## src/hw/rtl/cagi_pkg.sv

```systemverilog
// Shared types and constants for the conic arc gradient index block.
// No dependencies; compiled before all other files.
package cagi_pkg;

	localparam int RAMP_STEPS   = 256;
	localparam int MAX_SIDE     = 512;
	localparam int FULL_TURN    = 5760;
	localparam int CORDIC_STEPS = 16;
	localparam int QUARTER_FINE = 368640;

	localparam int CW    = 30;  // CORDIC x/y width
	localparam int ZW    = 22;  // CORDIC angle accumulator width, 1/4096 degree
	localparam int NUM_W = 22;  // divider numerator width
	localparam int DEN_W = 14;  // divider denominator width
	localparam int Q_W   = 8;   // quotient width

	typedef logic [2:0] reg_idx_t;
	localparam reg_idx_t REG_SIDE   = 3'd0;
	localparam reg_idx_t REG_THICK  = 3'd1;
	localparam reg_idx_t REG_START  = 3'd2;
	localparam reg_idx_t REG_SECTOR = 3'd3;
	localparam reg_idx_t REG_INVERT = 3'd4;

	// sideband carried through the CORDIC pipe
	typedef struct packed {
		logic ring;
		logic zero;
	} cagi_cflags_t;

	// sideband carried through the divider pipe
	typedef struct packed {
		logic ring;
		logic f_one;
		logic f_zero;
	} cagi_dflags_t;

	function automatic logic signed [ZW-1:0] atan_fine(input int unsigned i);
		logic signed [ZW-1:0] r;
		unique case (i)
			0: r = ZW'(184320);
			1: r = ZW'(108810);
			2: r = ZW'(57492);
			3: r = ZW'(29184);
			4: r = ZW'(14649);
			5: r = ZW'(7331);
			6: r = ZW'(3667);
			7: r = ZW'(1833);
			8: r = ZW'(917);
			9: r = ZW'(458);
			10: r = ZW'(229);
			11: r = ZW'(115);
			12: r = ZW'(57);
			13: r = ZW'(29);
			14: r = ZW'(14);
			15: r = ZW'(7);
			default: r = '0;
		endcase
		return r;
	endfunction

endpackage

```

## src/hw/rtl/cagi_cordic.sv

```systemverilog
// Pipelined CORDIC vectoring unit: one quadrant fold stage, then one iteration per stage.
// Depends on cagi_pkg.
module cagi_cordic (
	input  logic                         clk,
	input  logic                         arst_n,
	input  logic                         in_vld,
	input  logic signed [9:0]            in_dx,
	input  logic signed [9:0]            in_dy,
	input  cagi_pkg::cagi_cflags_t       in_sb,
	output logic                         out_vld,
	output logic signed [cagi_pkg::ZW-1:0] out_z,
	output cagi_pkg::cagi_cflags_t       out_sb
);
	import cagi_pkg::*;

	logic signed [CW-1:0] x_s [0:CORDIC_STEPS];
	logic signed [CW-1:0] y_s [0:CORDIC_STEPS];
	logic signed [ZW-1:0] z_s [0:CORDIC_STEPS];
	cagi_cflags_t         sb_s [0:CORDIC_STEPS];
	logic [CORDIC_STEPS:0] vld_s;

	logic signed [CW-1:0] xin, yin;
	logic signed [CW-1:0] xr, yr;
	logic signed [ZW-1:0] zr;

	assign xin = {{(CW-26){in_dx[9]}}, in_dx, 16'b0};
	assign yin = {{(CW-26){in_dy[9]}}, in_dy, 16'b0};

	// fold the left half plane into the right one
	always_comb begin
		xr = xin;
		yr = yin;
		zr = '0;
		if (xin[CW-1]) begin
			if (!yin[CW-1]) begin
				xr = yin;
				yr = -xin;
				zr = ZW'(QUARTER_FINE);
			end else begin
				xr = -yin;
				yr = xin;
				zr = -ZW'(QUARTER_FINE);
			end
		end
	end

	always_ff @(posedge clk or negedge arst_n) begin
		if (!arst_n) begin
			vld_s <= '0;
		end else begin
			vld_s <= {vld_s[CORDIC_STEPS-1:0], in_vld};
		end
	end

	always_ff @(posedge clk) begin
		x_s[0]  <= xr;
		y_s[0]  <= yr;
		z_s[0]  <= zr;
		sb_s[0] <= in_sb;
	end

	for (genvar k = 0; k < CORDIC_STEPS; k++) begin : g_iter
		always_ff @(posedge clk) begin
			if (!y_s[k][CW-1]) begin
				x_s[k+1] <= x_s[k] + (y_s[k] >>> k);
				y_s[k+1] <= y_s[k] - (x_s[k] >>> k);
				z_s[k+1] <= z_s[k] + atan_fine(k);
			end else begin
				x_s[k+1] <= x_s[k] - (y_s[k] >>> k);
				y_s[k+1] <= y_s[k] + (x_s[k] >>> k);
				z_s[k+1] <= z_s[k] - atan_fine(k);
			end
			sb_s[k+1] <= sb_s[k];
		end
	end

	assign out_vld = vld_s[CORDIC_STEPS];
	assign out_z   = z_s[CORDIC_STEPS];
	assign out_sb  = sb_s[CORDIC_STEPS];

endmodule

```

## config.mk

```make
export PLATFORM = sky130hd
export DESIGN_NAME = cagi_cordic
export DESIGN_NICKNAME = d
export VERILOG_FILES = /design/src/hw/rtl/cagi_pkg.sv /design/src/hw/rtl/cagi_cordic.sv
export SDC_FILE = /design/constraint.sdc
export NUM_CORES = 2
export LEC_CHECK = 0
export ABC_AREA = 1
export BUFFER_PORTS_ARGS = -buffer_cell sky130_fd_sc_hd__buf_2
export CORE_MARGIN = 4
export CORE_UTILIZATION = 39
export CTS_BUF_LIST = sky130_fd_sc_hd__clkbuf_16
export DETAILED_ROUTE_END_ITERATION = 8
export MAX_ROUTING_LAYER = met4
export PLACE_DENSITY = 0.53
export REMOVE_ABC_BUFFERS = 1
export SETUP_SLACK_MARGIN = 0.05
export SLEW_MARGIN = 0
export SYNTH_ARGS = -nofsm -noshare
export SYNTH_HDL_FRONTEND = slang
export SYNTH_SLANG_ARGS = --single-unit
```

## constraint.sdc

```tcl
create_clock -name clk -period 2.8 [get_ports clk]
set_input_delay 0.14 -clock clk [delete_from_list [all_inputs] [get_ports clk]]
set_output_delay 0.14 -clock clk [all_outputs]
set_load 0.01 [all_outputs]
```

==> impl_metrics.yaml <==
logic_synthesis:
  syn_avg_cell_area_sq_um: 6.79
  synth_flop_cell: "dfxtp_1"
  yosysTopAreaCell: "dfxtp_1"
  synth_cell_type_count: 61
  synth_most_common_cell: "nand2_1"
  netlist_top_cells_count: "nand2_1 (2948), nor2_1 (1530), inv_1 (1507), a21oi_1 (1151), dfxtp_1 (1072)"
  synth_seq_cells: 1089
  synth-edff-count: 0
  ys_seq_area_share_pct: 24.2
  synthTopCellsByArea: "dfxtp_1 (24%), ha_1 (15%), nand2_1 (12%)"
  ys_warn_count: 0
  synth_top_area_share_pct: 23.8
  syn_inst: 13300
  synthesis.area_sq_mm: 0.0903
  synthArstFlopShare_pct: 1.56
grt:
  use_met2_pct: 50.8
  grt_busiest_layer: "met2"
  antenna_found_initial: 5
  grt.total_usage_pct: 29.6
  grt_use_met1_pct: 36.3
  grt_pass1_vias: 99500
  grt_max_degree: 35
  grt-ovfl-total: 0
  grt_pass1_wl_um: 550000
  grtUsageMet3_pct: 2.62
detailed_routing:
  drcViolationCount: 0
  vias: 101000
  wl_um: 368000
  drtIter0Drc: 5429
  drtPass1Iterations: 6
  routedWlPerCell_um: 18.9
  antenna_left: 0
  routed_via_density: 5.18
worst_setup_path:
  cp.arrival_ns: 3.72
  critPathMaxFanout: 3
  crit_path_start_kind: "flip-flop"
  path_class: "reg2reg"
  end_kind: "flip-flop"
  cp.required_ns: 3.53
floorplanning:
  core_area_sq_mm: 0.230
  dieArea_sq_mm: 0.239
  row_count: 176
  die_h_um: 489
  die_w_um: 489
  start_util_pct: 39.2
  pin_count: 50
outcome:
  violations: "setup timing"
  outcome: "complete, but fails checks"
clock_network:
  cts_max_level: 4
  clock_sinks: 1089
  cts_made_buffers: 137
  path_clk_slew_ns: 0.07
  insertion_delay_ns: 0.81
  cts_tree: "done"
  ctsRootBufferMaster: "clkbuf_16"
  cts_max_path_buffers: 3
placed_design:
  portBuffers: 48
  gp_routability_congestion: 0.984
  post_dp_cell_area_sq_mm: 0.112
  hpwl_um: 293000
  placedCellCount: 18700
timing:
  relSlewSlack_pct: 48.0
  fin_crit_sh_pct: 107
  finalHoldViolCount: 0
  tightest_slew_ns: 0.778
  finalMaxSlewViolations: 0
  max_clock_freq_mhz: 335
  setup_viol: 101
  rsz0062_at_grt: "yes"
  fin_crit_ns: 2.99
  final.setup.worst_slack_ns: -0.186
  skew_ns: 0.0361
layout:
  syn2layout_area_growth_pct: 57.8
  final_area_sq_mm: 0.142
  nets: 17500
  drive_gt1_share_pct: 40.1
  fin_cells: 19500
  nFillCells: 20500
job:
  drv_cap: 0
hold_path:
  hold_class: "in2reg"
## layout by cell type, fill, tap and decap left out, types with 60 or more instances in the layout
cell and n:
a21o_1 110, a21oi_1 644, a21oi_2 377, a21oi_4 130, buf_4 2601, buf_6 304, clkbuf_16 137, dfxtp_1 980
dfxtp_2 85, ha_1 721, ha_4 306, inv_1 1291, inv_2 199, nand2_1 2252, nand2_2 444, nand2_4 243
nand3_1 578, nand3_2 150, nand4_1 225, nor2_1 1013, nor2_2 251, nor2_4 280, nor3_1 89, nor3_2 60
nor3_4 69, o21ai_0 386, o21ai_1 168, o21ai_2 217, xnor2_1 246, xor2_1 755, xor2_2 113
## per-layer routing
layer | wire [um] | share of wire (%)
met2 | 180000 | 49
met5 | 0 | 0
met1 | 158000 | 43
met3 | 13900 | 3.8
met4 | 16700 | 4.5
## state kept, by name (all words and copies together) (netlist names)
name,count
y_s,368
x_s,357
z_s,313
sb_s,34
vld_s,17
## what timing repair did
item                                    4_1_cts  5_1_grt
endpoints found under the setup margin      431      479
hold buffers                                 42        0
gates resized for setup                    2233     2881
setup buffers                               242      292
pin swaps                                   927     1587
endpoints found under the hold margin        45        0
## final timing paths
path | startpoint | endpoint | slack, ns | cells after the start
min in group asynchronous | arst_n | vld_s[5]$_DFF_PN0_ | 0.49 | 3
min | in_dx[9] | z_s[0][13]$_DFF_P_ | 0.17 | 2
min reg2reg | sb_s[0][24]$_DFF_P_ | sb_s[0][26]$_DFF_P_ | 0.32 | 0
max reg2reg | x_s[6][7]$_DFF_P_ | y_s[7][24]$_DFF_P_ | -0.19 | 18
max in group asynchronous | arst_n | vld_s[13]$_DFF_PN0_ | 1.79 | 3
max | x_s[6][7]$_DFF_P_ | y_s[7][24]$_DFF_P_ | -0.19 | 18
## through the flow
step	setup slack (ns)	setup TNS, ns	utilization, %	hold WS, ns
after CTS	-0.189	-6.35	55.5	0.0806
after global placement	-0.702	-64.66	48.8	0.0683
after global routing	-0.340	-37.84	61.9	0.152
after floorplan	-0.792	-153.34	-	-0.156
after detailed placement	-0.665	-69.06	48.8	0.0784
final	-0.186	-5.70	61.9	0.171
## cell type report
type	instances	area (sq um)	area share, %
antenna	6	15.0	0.0105
clock buffer	137	3430	2.41
clock inverter	113	1260	0.883
inverter	1513	5780	4.06
multi-input combinational	10600	82100	57.6
sequential	1089	22000	15.5
tap	3026	3790	2.66
timing repair buffer	3020	24100	16.9
## cell families (layout without fill, tap and decap cells)
family	count (synthesis)	count (layout)	synth area share (%)
buffers and inverters	1614	4783	6.78
XOR/XNOR	1177	1177	11.4
AND/OR/NAND/NOR	5931	5931	27.5
AO/OA/AOI/OAI	2390	2390	14.5
flip-flops	1089	1089	24.2
adder cells (fa/ha/maj)	1099	1099	15.5
other	1	11	0.00415
## worst max-delay path: stages (launching register included)
cell and delay [ns]:
dfxtp_2 0.33, inv_4 0.08, ha_4 0.13, nand4_1 0.14
nor2_2 0.20, nand3_2 0.16, o31ai_4 0.27, buf_4 0.17
nand2_2 0.05, nand2_2 0.07, nand2_4 0.07, ha_4 0.29
nand2_4 0.07, nor2_4 0.12, nand2_2 0.08, nor4_2 0.16
nand2_1 0.14, nand2_2 0.15, xor2_2 0.21
Power is not shown: default switching activity piles up to over one toggle a cycle in this logic, so the estimate is an artifact.
