`src/hw/rtl/cagi_pkg.sv`:
```
// Shared types and constants for the conic arc gradient index block.
// No dependencies; compiled before all other files.
package cagi_pkg;

	localparam int RAMP_STEPS   = 256;
	localparam int MAX_SIDE     = 512;
	localparam int FULL_TURN    = 5760;
	localparam int CORDIC_STEPS = 16;
	localparam int QUARTER_FINE = 368640;

	localparam int CW    = 30;  // CORDIC x/y width
	localparam int ZW    = 22;  // CORDIC angle accumulator width, 1/4096 degree
	localparam int NUM_W = 22;  // divider numerator width
	localparam int DEN_W = 14;  // divider denominator width
	localparam int Q_W   = 8;   // quotient width

	typedef logic [2:0] reg_idx_t;
	localparam reg_idx_t REG_SIDE   = 3'd0;
	localparam reg_idx_t REG_THICK  = 3'd1;
	localparam reg_idx_t REG_START  = 3'd2;
	localparam reg_idx_t REG_SECTOR = 3'd3;
	localparam reg_idx_t REG_INVERT = 3'd4;

	// sideband carried through the CORDIC pipe
	typedef struct packed {
		logic ring;
		logic zero;
	} cagi_cflags_t;

	// sideband carried through the divider pipe
	typedef struct packed {
		logic ring;
		logic f_one;
		logic f_zero;
	} cagi_dflags_t;

	function automatic logic signed [ZW-1:0] atan_fine(input int unsigned i);
		logic signed [ZW-1:0] r;
		unique case (i)
			0: r = ZW'(184320);
			1: r = ZW'(108810);
			2: r = ZW'(57492);
			3: r = ZW'(29184);
			4: r = ZW'(14649);
			5: r = ZW'(7331);
			6: r = ZW'(3667);
			7: r = ZW'(1833);
			8: r = ZW'(917);
			9: r = ZW'(458);
			10: r = ZW'(229);
			11: r = ZW'(115);
			12: r = ZW'(57);
			13: r = ZW'(29);
			14: r = ZW'(14);
			15: r = ZW'(7);
			default: r = '0;
		endcase
		return r;
	endfunction

endpackage

```
`src/hw/rtl/cagi_div.sv`:
```
// Pipelined restoring divider, one quotient bit per stage, quotient known below 2^Q_W.
// Depends on cagi_pkg.
module cagi_div (
	input  logic                          clk,
	input  logic                          arst_n,
	input  logic                          in_vld,
	input  logic [cagi_pkg::NUM_W-1:0]    num,
	input  logic [cagi_pkg::DEN_W-1:0]    den,
	input  cagi_pkg::cagi_dflags_t        in_fl,
	output logic                          out_vld,
	output logic [cagi_pkg::Q_W-1:0]      quo,
	output cagi_pkg::cagi_dflags_t        out_fl
);
	import cagi_pkg::*;

	logic [NUM_W-1:0]  rem_s [1:Q_W];
	logic [Q_W-1:0]    q_s   [1:Q_W];
	cagi_dflags_t      fl_s  [1:Q_W];
	logic [Q_W:1]      vld_s;

	always_ff @(posedge clk or negedge arst_n) begin
		if (!arst_n) begin
			vld_s <= '0;
		end else begin
			vld_s <= {vld_s[Q_W-1:1], in_vld};
		end
	end

	for (genvar k = 0; k < Q_W; k++) begin : g_bit
		logic [NUM_W-1:0] rem_in;
		logic [Q_W-1:0]   q_in;
		logic [Q_W-1:0]   q_nx;
		cagi_dflags_t     fl_in;
		logic [NUM_W-1:0] dsh;
		logic             hit;

		if (k == 0) begin : g_first
			assign rem_in = num;
			assign q_in   = '0;
			assign fl_in  = in_fl;
		end else begin : g_next
			assign rem_in = rem_s[k];
			assign q_in   = q_s[k];
			assign fl_in  = fl_s[k];
		end

		assign dsh = NUM_W'(den) << (Q_W-1-k);
		assign hit = rem_in >= dsh;

		always_comb begin
			q_nx = q_in;
			q_nx[Q_W-1-k] = hit;
		end

		always_ff @(posedge clk) begin
			rem_s[k+1] <= hit ? rem_in - dsh : rem_in;
			q_s[k+1]   <= q_nx;
			fl_s[k+1]  <= fl_in;
		end
	end

	assign out_vld = vld_s[Q_W];
	assign quo     = q_s[Q_W];
	assign out_fl  = fl_s[Q_W];

endmodule

```
`config.mk`:
```
export PLATFORM = sky130hd
export DESIGN_NAME = cagi_div
export DESIGN_NICKNAME = d
export VERILOG_FILES = /design/src/hw/rtl/cagi_pkg.sv /design/src/hw/rtl/cagi_div.sv
export SDC_FILE = /design/constraint.sdc
export NUM_CORES = 1
export LEC_CHECK = 0
export ABC_CLOCK_PERIOD_IN_PS = 4700
export BUFFER_PORTS_ARGS = -buffer_cell sky130_fd_sc_hd__buf_2
export CORE_MARGIN = 3
export CORE_UTILIZATION = 47
export DETAILED_ROUTE_END_ITERATION = 10
export PLACE_DENSITY = 0.69
export REMOVE_ABC_BUFFERS = 1
export SLEW_MARGIN = 30
export SYNTH_ARGS = -nofsm -noshare
export SYNTH_HDL_FRONTEND = slang
export SYNTH_SLANG_ARGS = --single-unit
```
`constraint.sdc`:
```
create_clock -name clk -period 4.7 [get_ports clk]
set_input_delay 1.175 -clock clk [delete_from_list [all_inputs] [get_ports clk]]
set_output_delay 1.175 -clock clk [all_outputs]
set_load 0.03 [all_outputs]
```
==> impl_results.md, run 1 <==
- Synth Register Bits: 222
- Hold Buf Count CTS: 0
- Fin crit share: 77.43%
- CTS max path bufs: 3
- CP endpoint kind: flop
- Port Buffers: 53
- # nets final: 1433
- Post-place setup slack: 0.5505 ns
- Cell area after synthesis: 0.01133 mm^2
- Main synth FF type: dfxtp_1
- Remaining DRCs: 0
- Layout cells sized above 1: 13.41%
- Status: finished, final reports clean
- Path depth of the worst reg2reg path: 12
- Async set or reset register ratio after synthesis: 3.604%
- Post-CTS sizing: 0
- Total Neg Setup Slack: 0 ns
- Worst Skew: 0.01189 ns
- Starting Density: 47.98%
- Die ar.: 0.02600 mm^2
- Initial DRC Count: 495
- DIE WIDTH: 161.3 um
- GRT overflow: 0
- Critical Path RT: 5.10 ns
- Die Span Y: 161.3 um
- Critical path launch point type: input port
- Row count: 56
- I/O pin count: 54
- Power Total: 8.737 mW
- Initial antenna violation count: 0
- Power per cell area: 685.0 mW/mm^2
- DRT antenna net count: 0
- Vias in the first global route: 9000
- Clock latency on the worst-skew pair: 0.52 ns
- Int Power: 5.540 mW
- Postcts setup bufs: 0
- GR Util All Layers: 19.26%
- Worst Max-Slew Pin Slew: 0.8075 ns
- Vias: 8800
- Syn Area/Cell: 9.348 um^2
- Area grow syn2layout: 12.59%
- Largest net degree at the start of global routing: 27
- Comb pwr share: 44.8%
- Final setup fails: 0
- Synth Instances: 1212
- Core Footprint: 0.02361 mm^2
- P_sw: 3.197 mW
- Post-route setup slack: 1.061 ns
- Count of cell types in the netlist: 69
- Cts bufs inserted: 24
- Clk network pwr share: 22.0%
- Root Buffer Master: clkbuf_16
- Final WL: 24980 um
- Rel. slew slack: 46.17%
- N_diodes: 0
- Seq/Total Area, Yosys: 39.58%
- Setup CP Type: input port to flop
- Drt via density: 5.469
- Fmax: 274.8 MHz
- Final Hold Vio Count: 0
- First-pass GRT wire length: 41700 um
- H-tree depth: 1
- CP arrival: 4.04 ns
- Max Cap Viol: 0
- Share of power burned in registers: 33.2%
- DP HPWL: 19370 um
- Hold slack: 0.3230 ns
- Drt pass-1 iters: 5
- Yosys warns: 0
- CTS tree: done
- Max-slew violations: 0
- Min-Delay Path Class: flop to flop
- Switching Share: 36.59%
- Number of synthesized flops with an enable pin: 0
- Crit Path Max Fanout: 11
- Hold Crit Depth: 0
- Clk pin slew, worst setup/hold paths: 0.06 ns
- Leak: 5.508 nW
- Num Clock Sinks: 222
- WL per Instance: 15.53 um
- Fin crit period: 3.639 ns
- RSZ-0062 raised after global routing: false
- Max VDD drop: 0.0002738 V
- Gp weighted congestion: 0.9338
[Yosys cell counts (all sizes together), types with 3 or more instances]
library cell / count / share of area (%)
mux2: 41 / 4.1
or4: 7 / 0.50
clkbuf: 15 / 0.50
o221ai: 3 / 0.23
nor3b: 4 / 0.27
a311oi: 3 / 0.23
fa: 7 / 1.2
inv: 52 / 1.7
and2: 5 / 0.28
nand2: 86 / 2.8
o211ai: 7 / 0.46
o31ai: 9 / 0.60
a31oi: 12 / 0.93
and4: 3 / 0.23
nor4: 8 / 0.44
o21a: 13 / 0.86
dfrtp: 8 / 1.8
a211oi: 17 / 1.1
nor2: 102 / 3.4
o31a: 3 / 0.23
o311a: 3 / 0.27
nand4: 11 / 0.74
buf: 15 / 0.92
o21bai: 5 / 0.33
a31o: 3 / 0.23
o2111ai: 3 / 0.29
nor4b: 8 / 0.62
o21ai: 62 / 2.7
and3: 6 / 0.33
a211o: 5 / 0.39
nor3: 18 / 0.84
a21oi: 132 / 5.9
nand3: 26 / 1.1
or2: 7 / 0.41
xor2: 43 / 3.3
or3: 7 / 0.39
nand2b: 9 / 0.50
ha: 112 / 12
a21o: 30 / 2.0
a21boi: 5 / 0.33
xnor2: 53 / 4.1
nor2b: 13 / 0.72
dfxtp: 214 / 38
[per-stage QoR]
step / util (%) / instances / cell area (um^2)
detailed placement: 50.48 / 1565 / 11920
finish: 54.02 / 1609 / 12760
global route: 54.02 / 1609 / 12760
CTS: 54.02 / 1609 / 12760
floorplan: - / 1182 / 11170
global placement: 50.48 / 1565 / 11920
[per-layer routing]
layer	global-route usage [%]	share of wire, %
met1	22.39	43
met2	35.45	49
met3	2.796	4.4
met4	7.861	3.8
met5	0	0
[placed cells by master (no fill, tap or decap), drive strengths merged, types with 13 or more instances in the layout]
cell type | Yosys | layout
dfxtp | 214 | 214
a21oi | 132 | 132
ha | 112 | 112
nor2 | 102 | 102
nand2 | 86 | 86
buf | 15 | 64
o21ai | 62 | 62
xnor2 | 53 | 53
inv | 52 | 52
xor2 | 43 | 43
mux2 | 41 | 41
clkbuf | 15 | 32
a21o | 30 | 30
nand3 | 26 | 26
nor3 | 18 | 18
a211oi | 17 | 17
o21a | 13 | 13
nor2b | 13 | 13
[sequential cells by signal (all words and copies together), names as in the netlist]
register  flops
fl_s         24
vld_s         8
q_s          36
rem_s       154
[area by class of cell]
class                      count  area (um^2)
clock buffer                  32        711.9
tap                          319        399.1
timing repair buffer          64        347.8
fill                        2141        10860
sequential                   222         4484
inverter                      52        195.2
multi-input combinational    908         6494
clock inverter                12        123.9
[final timing paths]
path	slack (ns)	from	end
min in group asynchronous	0.49	arst_n	vld_s[3]
max in group asynchronous	4.04	arst_n	vld_s[8]
hold reg to reg	0.32	fl_s[0][22]	fl_s[0][25]
setup reg to reg	1.80	rem_s[0][28]	rem_s[0][64]
setup / recovery	1.06	den[1]	rem_s[0][80]
hold / removal	0.32	fl_s[0][22]	fl_s[0][25]
[power by group through the flow]
stage	combinational (mW)	sequential [mW]	clock (mW)
floorplan	3.12	2.83	0
global placement	3.79	2.93	0
detailed placement	3.84	2.94	0
CTS	3.89	2.90	1.98
global route	4.41	2.97	2.07
finish	3.91	2.90	1.93
[worst max-delay path, cell delays in order]
cell,delay (ns)
buf_2,0.13
inv_1,0.43
ha_1,0.34
nor2b_1,0.15
o31a_1,0.25
or3_1,0.35
a31oi_4,0.26
a21o_2,0.23
and2_1,0.25
inv_2,0.16
mux2_2,0.30
[logic make-up after synthesis]
kind of cell / Yosys count / synth area share (%)
xor+xnor: 96 / 7.421
simple gates: 324 / 13.95
flops: 222 / 39.58
fa+ha+maj: 119 / 13.61
compound gates: 328 / 18.20
mux: 41 / 4.108
buf+inv: 82 / 3.136
Power figures use the tool's default switching activity.
==> inputs of run 2 (changes only) <==
--- a/config.mk
+++ b/config.mk
@@ -5,7 +5,7 @@
 export SDC_FILE = /design/constraint.sdc
 export NUM_CORES = 1
 export LEC_CHECK = 0
-export ABC_CLOCK_PERIOD_IN_PS = 4700
+export ABC_CLOCK_PERIOD_IN_PS = 3710
 export BUFFER_PORTS_ARGS = -buffer_cell sky130_fd_sc_hd__buf_2
 export CORE_MARGIN = 3
 export CORE_UTILIZATION = 47
==> constraint.sdc (replaced) <==
create_clock -name clk -period 3.71 [get_ports clk]
set_input_delay 0.9275 -clock clk [delete_from_list [all_inputs] [get_ports clk]]
set_output_delay 0.9275 -clock clk [all_outputs]
set_load 0.03 [all_outputs]
==> impl_results.md, run 2 (synthesis results as in run 1) <==
- I/O pin count: 54 (unchanged)
- Fmax: 315.2 MHz
- Drt via density: 5.452 (was 5.469)
- Critical Path, Cell by Cell: buf_2 -> inv_1 -> fa_1 -> a211o_1 -> a21oi_1 -> a211oi_1 -> nor2_1 -> o41a_2 -> inv_2 -> buf_4 -> nor2_1 -> a21oi_1 (was buf_2 -> inv_1 -> ha_1 -> nor2b_1 -> o31a_1 -> or3_1 -> a31oi_4 -> a21o_2 -> and2_1 -> inv_2 -> mux2_2)
- RR Endpoint: rem_s[0][64] (unchanged)
- Rel. slew slack: 51.57% (was 46.17%)
- Hold Buf Count CTS: 0 (unchanged)
- Area grow syn2layout: 14.27% (was 12.59%)
- Die Span Y: 161.3 um (unchanged)
- GR Util All Layers: 18.76% (was 19.26%)
- Final setup fails: 0 (unchanged)
- Fin crit period: 3.173 ns
- Status: finished, final reports clean (unchanged)
- DIE WIDTH: 161.3 um (unchanged)
- Clk pin slew, worst setup/hold paths: 0.06 ns (about the same)
- Max-slew violations: 0 (unchanged)
- Num Clock Sinks: 222 (unchanged)
- Min-Delay Path Class: input port to async pin (was flop to flop)
- Max VDD drop: 0.0002974 V (was 0.0002738 V)
- Fill cells: 2105 (was 2141)
- Worst Max-Slew Pin Slew: 0.7082 ns (was 0.8075 ns)
- WL per Instance: 15.01 um (was 15.53 um)
- Post-CTS sizing: 0 (unchanged)
- R2R setup slack: 0.89 ns (was 1.80 ns)
- Final core utilization: 54.83% (was 54.02%)
- N_diodes: 0 (unchanged)
- Fin crit share: 85.52%
- RSZ-0062 raised after global routing: false (unchanged)
- Postcts setup bufs: 0 (unchanged)
- Core Footprint: 0.02361 mm^2 (unchanged)
- # nets final: 1459 (was 1433)
- Most frequent cells in the layout: 214 x dfxtp_1, 130 x a21oi_1, 112 x ha_1, 102 x nor2_1, 86 x nand2_1 (unchanged)
- CP arrival: 3.60 ns (was 4.04 ns)
- Hold slack: 0.2537 ns (was 0.3230 ns)
- Initial antenna violation count: 0 (unchanged)
- Final instance area: 0.01295 mm^2 (was 0.01276 mm^2)
- Largest net degree at the start of global routing: 24 (was 27)
- Initial DRC Count: 548 (was 495)
- DP Area: 0.01212 mm^2 (was 0.01192 mm^2)
- Crit-path max cell delay: 0.44 ns (was 0.43 ns)
- Crit Path Max Fanout: 11 (unchanged)
- Vias: 8909 (was 8800)
- Commonest non-fill, non-tap cell in the layout: dfxtp_1 (unchanged)
- Clock latency on the worst-skew pair: 0.52 ns (about the same)
- Reg with most FFs: rem_s (unchanged)
- Root Buffer Master: clkbuf_16 (unchanged)
- Power per cell area: 857.8 mW/mm^2 (was 685.0 mW/mm^2)
- Final WL: 24530 um (was 24980 um)
- Cts bufs inserted: 24 (unchanged)
- Worst Skew: 0.01906 ns (was 0.01189 ns)
- Critical Path RT: 4.14 ns (was 5.10 ns)
- Vias in the first global route: 8953 (was 9000)
- CTS max path bufs: 3 (unchanged)
- Slowest stage cell on the critical path: inv_1 (unchanged)
- CTS tree: done (unchanged)
- Die ar.: 0.02600 mm^2 (unchanged)
- Remaining DRCs: 0 (unchanged)
- DRT antenna net count: 0 (unchanged)
- CP endpoint kind: flop (unchanged)
- First-pass GRT wire length: 40830 um (was 41700 um)
- Biggest regs: rem_s: 154 flops, q_s: 36 flops, fl_s: 24 flops (unchanged)
- Largest register FFs: 154 (unchanged)
- Reg-to-reg startpoint: rem_s[0][28] (unchanged)
- Critical path launch point type: input port (unchanged)
- Setup CP Type: input port to flop (unchanged)
- Leak: 5.626 nW (was 5.508 nW)
- Final Hold Vio Count: 0 (unchanged)
- Max Cap Viol: 0 (unchanged)
- H-tree depth: 1 (unchanged)
- Starting Density: 47.98% (unchanged)
- Gp weighted congestion: 0.9203 (was 0.9338)
- Row count: 56 (unchanged)
- DP HPWL: 19050 um (was 19370 um)
- Layout cells sized above 1: 14.68% (was 13.41%)
- Drt pass-1 iters: 5 (unchanged)
- Port Buffers: 53 (unchanged)
- Path depth of the worst reg2reg path: 11 (was 12)
- GRT overflow: 0 (unchanged)
==> run 2: cell count changes in the layout (fill, tap and decap cells not counted), sizes merged <==
cell      change
inv           +1
clkinv        -4
buf          +26
bufinv        +1
clkbuf        +3
clkinvlp      -2
==> run 2: how the worst max path moves through the flow <==
stage	startpoint	to	slack, ns
final	den[1]	rem_s[0][146]	0.54
after global routing	den[1]	rem_s[0][145]	0.33
after CTS	den[1]	rem_s[0][146]	0.52
after detailed placement	den[1]	rem_s[0][135]	-0.02
after global placement	den[1]	rem_s[0][141]	0.09
after floorplan	den[1]	rem_s[0][51]	-0.34
==> run 2: metal layers <==
layer | vias up | track usage [%] | routed length, um
li1 | 4520 | - | -
met1 | 4102 | 22.23 | 10740
met2 | 216 | 33.83 | 11760
met3 | 71 | 2.873 | 1086
met4 | 0 | 7.861 | 934
met5 | - | 0 | 0
==> run 2: power by group <==
group / internal [mW] / switching [mW]
clock network: 1.52 / 0.935
logic: 2.39 / 2.61
registers: 3.21 / 0.441
==> run 2: per-stage QoR <==
step | total power [mW] | worst slack, ns | cells | setup TNS (ns)
CTS | 11.16 | 0.5171 | 1634 | 0
global placement | 8.542 | 0.08994 | 1591 | 0
detailed placement | 8.614 | -0.01681 | 1591 | -0.05029
global route | 12.00 | 0.3274 | 1634 | 0
finish | 11.11 | 0.5371 | 1634 | 0
floorplan | 7.529 | -0.3436 | 1182 | -3.067
==> run 2: final cells by class <==
class                   instances  area, um^2  share of cell area, %
multi-input cells             908        6494                  50.16
flip-flops and latches        222        4484                  34.64
clock buffers                  35       703.2                  5.432
repair buffers                 90       543.0                  4.194
well taps                     319       399.1                  3.083
inverters                      52       195.2                  1.508
clock inverters                 8       127.6                 0.9858
==> run 2: worst max-delay path, delay by kind of cell <==
kind	cells	cell delay [ns]
compound gates	5	1.20
simple gates	2	0.19
buf+inv	4	0.91
fa+ha+maj	1	0.36
==> inputs of run 3 (changes only) <==
--- a/config.mk
+++ b/config.mk
@@ -7,7 +7,7 @@
 export LEC_CHECK = 0
 export ABC_CLOCK_PERIOD_IN_PS = 3710
 export BUFFER_PORTS_ARGS = -buffer_cell sky130_fd_sc_hd__buf_2
-export CORE_MARGIN = 3
+export CORE_MARGIN = 8
 export CORE_UTILIZATION = 47
 export DETAILED_ROUTE_END_ITERATION = 10
 export PLACE_DENSITY = 0.69
==> constraint.sdc (replaced) <==
create_clock -name clk -period 3.71 [get_ports clk]
set_input_delay 0.1855 -clock clk [delete_from_list [all_inputs] [get_ports clk]]
set_output_delay 0.1855 -clock clk [all_outputs]
set_load 0.03 [all_outputs]
==> impl_results.md, run 3 (synthesis results as in run 1) <==
- CTS tree: done (unchanged)
- Layout cells sized above 1: 13.13% (was 14.68%)
- Most frequent cells in the layout: 214 x dfxtp_1, 130 x a21oi_1, 112 x ha_1, 102 x nor2_1, 86 x nand2_1 (unchanged)
- Initial antenna violation count: 0 (unchanged)
- Fin crit period: 3.094 ns (was 3.173 ns)
- Min-Delay Path Class: input port to async pin (unchanged)
- Starting Density: 47.28% (was 47.98%)
- Area grow syn2layout: 14.84% (was 14.27%)
- Root Buffer Master: clkbuf_16 (unchanged)
- Largest net degree at the start of global routing: 31 (was 24)
- Routed length on met1: 11020 um (was 10740 um)
- Row count: 57 (was 56)
- H-tree depth: 1 (unchanged)
- CTS max path bufs: 3 (unchanged)
- Reg with most FFs: rem_s (unchanged)
- Power per cell area: 853.1 mW/mm^2 (was 857.8 mW/mm^2)
- Vias in the first global route: 9123 (was 8953)
- Top Layer Used: met4 (unchanged)
- Gp weighted congestion: 0.9511 (was 0.9203)
- Die Span Y: 171.3 um (was 161.3 um)
- Crit-path max cell delay: 0.45 ns (was 0.44 ns)
- Status: finished, final reports clean (unchanged)
- RSZ-0062 raised after global routing: false (unchanged)
- Total Neg Setup Slack: 0 ns (unchanged)
- Setup CP Type: flop to flop (was input port to flop)
- Worst Skew: 0.006714 ns (was 0.01906 ns)
- Commonest non-fill, non-tap cell in the layout: dfxtp_1 (unchanged)
- Cts bufs inserted: 25 (was 24)
- Fin crit share: 83.38% (was 85.52%)
- GRT overflow: 0 (unchanged)
- Biggest regs: rem_s: 154 flops, q_s: 36 flops, fl_s: 24 flops (unchanged)
- CP arrival: 3.50 ns (was 3.60 ns)
- Vias: 9038 (was 8909)
- Crit Path Max Fanout: 30 (was 11)
- Critical Path, Cell by Cell: inv_1 -> ha_1 -> inv_1 -> fa_1 -> a211oi_1 -> nor2_1 -> o21ai_0 -> o311ai_0 -> a21oi_2 -> buf_4 -> mux2_2 (was buf_2 -> inv_1 -> fa_1 -> a211o_1 -> a21oi_1 -> a211oi_1 -> nor2_1 -> o41a_2 -> inv_2 -> buf_4 -> nor2_1 -> a21oi_1)
- Port Buffers: 53 (unchanged)
- Leak: 5.601 nW (was 5.626 nW)
- DIE WIDTH: 171.3 um (was 161.3 um)
- DP Area: 0.01192 mm^2 (was 0.01212 mm^2)
- # nets final: 1460 (was 1459)
- Max Cap Viol: 0 (unchanged)
- I/O pin count: 54 (unchanged)
- Met3 routed WL: 1104 um (was 1086 um)
- WL per Instance: 15.88 um (was 15.01 um)
- DRT antenna net count: 0 (unchanged)
- Clock latency on the worst-skew pair: 0.52 ns (about the same)
- GR Util All Layers: 17.82% (was 18.76%)
- Post-CTS sizing: 0 (unchanged)
- Metal2 WL: 12920 um (was 11760 um)
- DP HPWL: 20060 um (was 19050 um)
- First-pass GRT wire length: 42720 um (was 40830 um)
- Clk pin slew, worst setup/hold paths: 0.06 ns (about the same)
- Hold Buf Count CTS: 27 (was 0)
- Remaining DRCs: 0 (unchanged)
- N_diodes: 0 (unchanged)
- Num Clock Sinks: 222 (unchanged)
- Drt pass-1 iters: 7 (was 5)
- Die ar.: 0.02933 mm^2 (was 0.02600 mm^2)
- Critical path launch point type: flop (was input port)
- Fill cells: 2183 (was 2105)
- Final instance area: 0.01301 mm^2 (was 0.01295 mm^2)
- Worst Max-Slew Pin Slew: 0.8180 ns (was 0.7082 ns)
- Fmax: 323.3 MHz (was 315.2 MHz)
- Final Hold Vio Count: 0 (unchanged)
- Rel. slew slack: 45.47% (was 51.57%)
- Postcts setup bufs: 0 (unchanged)
- Slowest stage cell on the critical path: o21ai_0 (was inv_1)
- Initial DRC Count: 380 (was 548)
- Final setup fails: 0 (unchanged)
- Critical Path RT: 4.12 ns (was 4.14 ns)
- Largest register FFs: 154 (unchanged)
- CP endpoint kind: flop (unchanged)
- Final WL: 26080 um (was 24530 um)
- Max-slew violations: 0 (unchanged)
- Core Footprint: 0.02396 mm^2 (was 0.02361 mm^2)
- Max VDD drop: 0.0003253 V (was 0.0002974 V)
- CP most frequent cell: inv_1
- Drt via density: 5.504 (was 5.452)
[run 3: cell types whose count changed in the layout (fill, tap and decap cells not counted), sizes merged]
cell	delta
clkinv	+3
clkbuf	-7
dlygate4sd3	+27
buf	-27
inv	+4
bufinv	-1
clkinvlp	+4
[run 3: critical path, delay by kind of cell, from the launching register on]
family | cells | cell delay, ns
AO/OA/AOI/OAI | 4 | 1.20
AND/OR/NAND/NOR | 1 | 0.13
adder cells (fa/ha/maj) | 2 | 0.56
flip-flops | 1 | 0.31
multiplexers | 1 | 0.37
buffers and inverters | 3 | 0.42
[run 3: where the power goes]
group          switching, mW  total, mW  leakage [nW]  internal [mW]
Sequential             0.469       3.68          1.89           3.21
Clock                   1.01       2.43         0.389           1.42
Combinational           2.66       5.00          3.32           2.34
[run 3: per-stage QoR]
stage | setup WS (ns) | hold WS [ns] | total power [mW] | util (%) | cells
3_5_place_dp | 0.5570 | 0.03923 | 8.604 | 49.74 | 1569
2_1_floorplan | 0.3985 | -0.1101 | 7.529 | - | 1182
3_3_place_gp | 0.6706 | 0.03105 | 8.548 | 49.74 | 1569
4_1_cts | 0.6642 | 0.01332 | 11.15 | 54.30 | 1642
5_1_grt | 0.5180 | 0.04432 | 11.94 | 54.30 | 1642
6_report | 0.6164 | 0.03305 | 11.10 | 54.30 | 1642
[run 3: layout make-up]
type / instances / area (um^2) / share of cell area [%]
Multi-Input combinational cell: 908 / 6494 / 49.91
Sequential cell: 222 / 4484 / 34.46
Clock buffer: 28 / 646.9 / 4.972
Timing Repair Buffer: 90 / 610.6 / 4.693
Tap cell: 324 / 405.4 / 3.116
Inverter: 52 / 195.2 / 1.500
Clock inverter: 18 / 175.2 / 1.346
[run 3: final timing paths]
| path | startpoint | end | slack, ns | cells after the start |
|---|---|---|---|---|
| min in group clk | den[1] | rem_s[0][156] | 0.17 | 3 |
| worst min-delay path | arst_n | vld_s[5] | 0.03 | 2 |
| max in group asynchronous | arst_n | vld_s[1] | 3.51 | 2 |
| worst max-delay path | rem_s[0][28] | rem_s[0][51] | 0.62 | 11 |
| worst max register to register | rem_s[0][28] | rem_s[0][51] | 0.62 | 11 |
| worst min register to register | fl_s[0][4] | fl_s[0][7] | 0.32 | 0 |
[run 3: layer usage]
metal,GRT usage (%),vias up
met5,0,-
met4,8.242,0
met3,2.662,76
met2,32.54,218
met1,20.15,4223
li1,-,4521
